$ cat src/design/c8_pkg.sv
// Shared types, codes, font table and small helpers for the CHIP-8 core.
// Used by c8_front, c8_back and chip8_instruction_core; depends on nothing.
`timescale 1ns / 1ps
package c8_pkg;

  localparam logic [1:0] FUNC_LOAD  = 2'd0;
  localparam logic [1:0] FUNC_EXEC  = 2'd1;
  localparam logic [1:0] FUNC_DREAD = 2'd2;
  localparam logic [1:0] FUNC_MREAD = 2'd3;

  localparam logic [11:0] START_PC  = 12'h200;
  localparam logic [11:0] FONT_BASE = 12'h050;
  localparam int          FONT_LEN  = 80;
  localparam int          SCREEN_ROWS = 32;

  localparam logic [15:0] OP_CLS = 16'h00E0;
  localparam logic [15:0] OP_RET = 16'h00EE;
  localparam logic [15:0] OP_SKP_MASK = 16'hF0FF;
  localparam logic [15:0] OP_SKP = 16'hE09E;
  localparam logic [15:0] OP_SKNP = 16'hE0A1;
  localparam logic [7:0]  F_LDDT = 8'h07;
  localparam logic [7:0]  F_KEY  = 8'h0A;
  localparam logic [7:0]  F_SETDT = 8'h15;
  localparam logic [7:0]  F_SETST = 8'h18;
  localparam logic [7:0]  F_ADDI = 8'h1E;
  localparam logic [7:0]  F_FONT = 8'h29;
  localparam logic [7:0]  F_BCD  = 8'h33;
  localparam logic [7:0]  F_STORE = 8'h55;
  localparam logic [7:0]  F_LOADR = 8'h65;

  localparam logic [7:0] FONT [FONT_LEN] = '{
    8'hF0, 8'h90, 8'h90, 8'h90, 8'hF0, 8'h20, 8'h60, 8'h20, 8'h20, 8'h70,
    8'hF0, 8'h10, 8'hF0, 8'h80, 8'hF0, 8'hF0, 8'h10, 8'hF0, 8'h10, 8'hF0,
    8'h90, 8'h90, 8'hF0, 8'h10, 8'h10, 8'hF0, 8'h80, 8'hF0, 8'h10, 8'hF0,
    8'hF0, 8'h80, 8'hF0, 8'h90, 8'hF0, 8'hF0, 8'h10, 8'h20, 8'h40, 8'h40,
    8'hF0, 8'h90, 8'hF0, 8'h90, 8'hF0, 8'hF0, 8'h90, 8'hF0, 8'h10, 8'hF0,
    8'hF0, 8'h90, 8'hF0, 8'h90, 8'h90, 8'hE0, 8'h90, 8'hE0, 8'h90, 8'hE0,
    8'hF0, 8'h80, 8'h80, 8'h80, 8'hF0, 8'hE0, 8'h90, 8'h90, 8'h90, 8'hE0,
    8'hF0, 8'h80, 8'hF0, 8'h80, 8'hF0, 8'hF0, 8'h80, 8'hF0, 8'h80, 8'h80
  };

  typedef struct packed {
    logic [1:0]  func;
    logic [11:0] address;
    logic [7:0]  load_byte;
    logic [15:0] keys_down;
    logic [7:0]  random_byte;
  } in_item_t;

  typedef struct packed {
    logic [15:0] opcode;
    logic [11:0] program_counter_out;
    logic [7:0]  read_byte;
    logic [63:0] display_row;
    logic [4:0]  row_number;
    logic [7:0]  sprite_bits;
    logic        collision;
    logic        screen_cleared;
    logic        key_wait;
    logic        last;
  } out_item_t;

  typedef enum logic [1:0] {
    K_LOAD, K_EXEC, K_DREAD, K_MREAD
  } kind_t;

  typedef struct packed {
    kind_t    kind;
    in_item_t item;
  } cmd_t;

  typedef enum logic [3:0] {
    S_CLEAR, S_IDLE, S_MREAD, S_FETCH, S_FETCH2, S_OPC, S_VY, S_EXEC,
    S_DRAW_RD, S_DRAW_WR, S_BCD, S_STORE, S_LD_RD, S_LD_WR
  } state_t;

  // Index of the lowest held key.
  function automatic logic [3:0] lowest_key(logic [15:0] keys);
    logic [3:0] k;
    k = 4'd0;
    for (int j = 15; j >= 0; j--) begin
      if (keys[j]) k = 4'(j);
    end
    return k;
  endfunction

  // Decimal digit of v: 0 hundreds, 1 tens, 2 ones.
  function automatic logic [7:0] bcd_digit(logic [7:0] v, logic [1:0] sel);
    logic [7:0] h;
    logic [7:0] r;
    logic [7:0] t;
    h = (v >= 8'd200) ? 8'd2 : ((v >= 8'd100) ? 8'd1 : 8'd0);
    r = (v >= 8'd200) ? v - 8'd200 : ((v >= 8'd100) ? v - 8'd100 : v);
    t = 8'd0;
    for (int j = 1; j <= 9; j++) begin
      if (r >= 8'(10 * j)) t = 8'(j);
    end
    case (sel)
      2'd0:    return h;
      2'd1:    return t;
      default: return r - 8'(t * 8'd10);
    endcase
  endfunction

endpackage

$ cat src/design/c8_front.sv
// Front end of the CHIP-8 core: takes commands, classifies them and queues them.
// Depends on c8_pkg.
`timescale 1ns / 1ps
module c8_front (
  input  logic             clk,
  input  logic             rst_n,
  input  logic             start,
  input  c8_pkg::in_item_t in_item,
  input  logic             hold,
  input  logic             pop,
  output logic             busy,
  output logic             q_valid,
  output c8_pkg::cmd_t     q_cmd
);
  import c8_pkg::*;

  cmd_t       q_r [2];
  logic       wr_r, rd_r;
  logic [1:0] cnt_r;
  logic       push;
  kind_t      kind;

  always_comb begin
    case (in_item.func)
      FUNC_LOAD:  kind = K_LOAD;
      FUNC_EXEC:  kind = K_EXEC;
      FUNC_DREAD: kind = K_DREAD;
      default:    kind = K_MREAD;
    endcase
  end

  assign busy    = (cnt_r == 2'd2) || hold;
  assign push    = start && !busy;
  assign q_valid = (cnt_r != 2'd0);
  assign q_cmd   = q_r[rd_r];

  always_ff @(posedge clk) begin
    if (push) q_r[wr_r] <= '{kind: kind, item: in_item};
    if (!rst_n) begin
      wr_r  <= 1'b0;
      rd_r  <= 1'b0;
      cnt_r <= 2'd0;
    end else begin
      if (push) wr_r <= !wr_r;
      if (pop)  rd_r <= !rd_r;
      cnt_r <= cnt_r + {1'b0, push} - {1'b0, pop};
    end
  end

endmodule

$ cat config.mk
export PLATFORM = sky130hd
export DESIGN_NAME = c8_front
export DESIGN_NICKNAME = d
export VERILOG_FILES = /design/src/design/c8_pkg.sv /design/src/design/c8_front.sv
export SDC_FILE = /design/constraint.sdc
export NUM_CORES = 1
export LEC_CHECK = 0
export BUFFER_PORTS_ARGS = -buffer_cell sky130_fd_sc_hd__buf_4
export CAP_MARGIN = 20
export CELL_PAD_IN_SITES_DETAIL_PLACEMENT = 2
export CELL_PAD_IN_SITES_GLOBAL_PLACEMENT = 2
export CORE_MARGIN = 2
export CORE_UTILIZATION = 26
export CTS_CLUSTER_SIZE = 40
export DETAILED_ROUTE_END_ITERATION = 10
export MAX_ROUTING_LAYER = met4
export PLACE_DENSITY = 0.66
export SLEW_MARGIN = 20
export SYNTH_ARGS = -nofsm -noshare
export SYNTH_HDL_FRONTEND = slang
export SYNTH_SLANG_ARGS = --single-unit
$ cat constraint.sdc
create_clock -name clk -period 4.8 [get_ports clk]
set_input_delay 0.96 -clock clk [delete_from_list [all_inputs] [get_ports clk]]
set_output_delay 0.96 -clock clk [all_outputs]
set_load 0.01 [all_outputs]
Yosys cells after proc, flatten, opt, wreduce, memory -nomap -nowiden
Memories as Yosys holds them, arrays and structs flattened. A register that Yosys moved wholly into a read port is not among the register bits.
Cells that the tools add are included.
{ "totals": {"mem_count": 1, "ff_bits": 4, "ram_bits": 96, "wordCells": 21} }
{ "mem_list": {"columns": ["name", "depth", "width", "rd", "rd_ports_with_merged_regs", "wr", "line", "rtl"], "rows": [
  ["q_r", 2, 48, 1, 1, 1, "c8_front.sv:17", "cmd_t q_r [2];"]
]} }
{ "op_classes": {"n_reduce_logical": 7, "muxes": 5, "eq_ne": 3, "n_addsub": 2} }
{ "ops": {"columns": ["op", "n"], "rows": [
  ["one-hot mux 2 bit (3 select lines)", 1],
  ["equality test 2 bit, second input constant", 2],
  ["2-to-1 mux 1 bit", 4],
  ["logical NOT 1 bit", 3],
  ["adder 2 x 1 -> 2 bit", 1],
  ["equality test 2 x 1 -> 1 bit, second input constant", 1],
  ["logical NOT 2 bit", 1],
  ["nonzero test 2 bit", 1],
  ["subtractor 2 x 1 -> 2 bit", 1],
  ["logical AND 1 bit", 1],
  ["logical OR 1 bit", 1]
]} }

Logic depth before layout (Yosys ltp)
{ "logic_depth": {"depth_word": 6, "ltp_mapped": 8} }

Least setup slack after synthesis
Ideal clock, no wire load.
{ "synth_timing": {"path_kind": "input to register", "from": "input hold", "to": "memory q_r[0][0] in the netlist's numbering (enable)", "slack_ps": 1123, "t_arrival_ps": 3223, "stages": 2, "setup_time_ps": 454, "required_time_ps": 4346, "n_path_buf": 0, "path_cell_list": "nand3b_1 nor2_1"} }
{ "synth_between": {"elab_chain_len": 5} }
{ "synth_lines": {"columns": ["element", "line", "rtl"], "rows": [
  ["from (decl)", "c8_front.sv:9", "input logic hold,"],
  ["logical OR 1 bit", "c8_front.sv:32", "assign busy = (cnt_r == 2'd2) || hold;"],
  ["logical NOT 1 bit", "c8_front.sv:33", "assign push = start && !busy;"],
  ["logical AND 1 bit", "c8_front.sv:33", null],
  ["2-to-1 mux 1 bit", "c8_front.sv:38", "if (push) q_r[wr_r] <= '{kind: kind, item: in_item};"],
  ["2-to-1 mux 1 bit (not written as such)", "c8_front.sv:38", null],
  ["to (decl)", "c8_front.sv:17", null]
]} }
Every way passes these cells.

==> results.tsv <==
metric	value	unit
grt_pass1_wl	11600	um
swShare	0.216	
status	completed	
finalSetupTns	0	ps
setup.worst_path.class	reg2out	
syn_to_final_growth	33.1	%
synth_top_flop_cell	edfxtp_1	
drv_cap	0	
critPathArrivalTime	2180	ps
syn-num-nets	229	
yosysWarnings	0	
p_leak	0.00188	uW
endpoint_kind	output pin	
portBuffers	100	
ys_ff_latch	101	
dieArea	15500	um2
crit_fanout	32	
synth-edff-count	96	
async_reset_ff_frac	0	
drt-initial-drc-count	82	
grt_util_all_layers	0.102	
cts.sinks	101	
clock_latency	330	ps
placed_area	4750	um2
grt_overflow	0	
layout-drive-gt1-share	0.580	
yosysMostFrequentCell	edfxtp_1	
dpl.hpwl	5290	um
power_frac_clock	0.344	
grt_max_degree	33	
pwr-share-comb	0.133	
core	14400	um2
clockBufferDepth	2	
ys_top_cells_by_count	96 x edfxtp_1, 28 x mux2_2, 20 x mux2_4	
netlist_area	3780	um2
numCtsBuffers	9	
num_rows	44	
cts_max_level	3	
postCtsSetupBuffers	0	
netlist_instances	176	
period_needed	3140	ps
critPathLaunchType	flop	
rsz0062_at_grt	no	
cts_resized	0	
pwr-share-seq	0.522	
cts_tree	yes	
place.gp.congestion	0.638	
cts-root-buf	clkbuf_16	
vias	1899	
timing.fmax	0.318	GHz
dieWidth	125	um
drc	0	
hold_class	reg2reg	
dr.pass1.iters	4	
power	2010	uW
routedWlPerCell	16.0	um
grt_pass1_vias	2071	
path_clk_slew	60	ps
switching_power	434	uW
syn_avg_cell_area	21.5	um2
ys_seq_area_frac	0.788	
fillers	1433	
ioPinCount	101	
design_area	5040	um2
ys_types	18	
routed_wl	7570	um
postCtsHoldBufs	0	
nets	336	
min_period_over_period	0.655	
vias_per_cell	4.01	
antenna_found_initial	1	
internal_power	1570	uW
cellPowerDensity	398	nW/um2
ir_drop	0.172	mV
skew	5.77	ps
final_hold_viol_count	0	
worst_pin_slew	831	ps
synth_area_leader_cell	edfxtp_1	
worstPathRequired	3840	ps
slew_headroom	0.446	
synthTopCellsByArea	edfxtp_1 76%, mux2_2 8.3%, mux2_4 7.9%, dfxtp_1 2.6%, buf_6 0.89%	
fp.dieH	125	um
yosys.area.top_type_share	0.762	
ant_nets	0	
initial_utilization	0.263	
setup_viol	0	
drv_slew	0	
-- power groups by stage --
stage	Sequential, uW	Combinational (uW)	Clock [uW]
2_1_floorplan	1050	149	0
3_3_place_gp	1070	270	0
3_5_place_dp	1070	277	0
4_1_cts	1050	278	719
5_1_grt	1060	292	745
6_report	1050	268	691
-- registers in the layout, summed over array words and instances, names as in the netlist, named ones only --
register  count
cnt_r         2
wr_r          1
rd_r          1
q_r          96
-- metrics by stage --
step,std cells,hold slack (ps),util,worst slack [ps]
final,473,529,0.351,1660
after global routing,473,551,0.351,1480
after CTS,472,539,0.350,1550
after detailed placement,456,530,0.331,1790
after global placement,456,491,0.331,1910
after floorplan,176,451,-,1120
-- cell type report --
cell class / count / area, um2 / area share
clock buffer: 10 / 229 / 0.0454
antenna: 1 / 2.50 / 0.000497
multi-input combinational: 66 / 758 / 0.150
inverter: 2 / 7.51 / 0.00149
tap: 184 / 230 / 0.0457
timing repair buffer: 103 / 773 / 0.153
clock inverter: 6 / 53.8 / 0.0107
sequential: 101 / 2980 / 0.592
-- critical path, stage by stage (launching register included) --
cell and delay [ps]:
dfxtp_2 870, buf_4 430, mux2_2 390, buf_4 150
-- cell usage in the layout, fill, tap and decap left out --
| master | netlist | final |
|---|---|---|
| mux2_4 | 20 | 20 |
| xor2_1 | 1 | 1 |
| ha_1 | 2 | 2 |
| diode_2 | 0 | 1 |
| buf_4 | 0 | 103 |
| dfxtp_2 | 0 | 1 |
| and2_1 | 4 | 4 |
| edfxtp_1 | 96 | 96 |
| bufinv_16 | 0 | 1 |
| nand2b_1 | 2 | 2 |
| dfxtp_1 | 5 | 4 |
| nor2_4 | 0 | 2 |
| clkinv_1 | 0 | 3 |
| clkinv_2 | 0 | 1 |
| nand2_1 | 2 | 2 |
| xnor2_1 | 2 | 2 |
| mux2_2 | 28 | 28 |
| clkinvlp_4 | 0 | 1 |
| inv_1 | 2 | 2 |
| clkbuf_16 | 0 | 9 |
| nand3b_1 | 1 | 1 |
| mux2i_1 | 1 | 1 |
| or2_2 | 1 | 1 |
| clkbuf_1 | 2 | 1 |
-- worst paths after layout --
check | from | endpoint | slack (ps) | depth (start not counted)
hold reg to reg | wr_r | wr_r | 530 | 2
setup reg to reg | cnt_r[0] | q_r[0][11] | 2560 | 4
hold / removal | wr_r | wr_r | 530 | 2
setup / recovery | flop | q_cmd[4] | 1660 | 3
-- per-layer routing --
layer / wire (um) / global-route usage / vias to the layer above
li1: - / - / 893
met1: 3330 / 0.127 / 935
met2: 3610 / 0.151 / 65
met3: 534 / 0.0399 / 6
met4: 91 / 0.0357 / 0
met5: 0 / - / -
-- kinds of logic after synthesis --
| group | count (synthesis) | synth area share |
|---|---|---|
| buffers and inverters | 9 | 0.0155 |
| DFF | 101 | 0.788 |
| muxes | 49 | 0.165 |
| xor gates and xnor gates | 3 | 0.00694 |
| adders and majority gates | 2 | 0.00661 |
| and+or+nand+nor | 12 | 0.0175 |
Power figures use the tool's default switching activity.
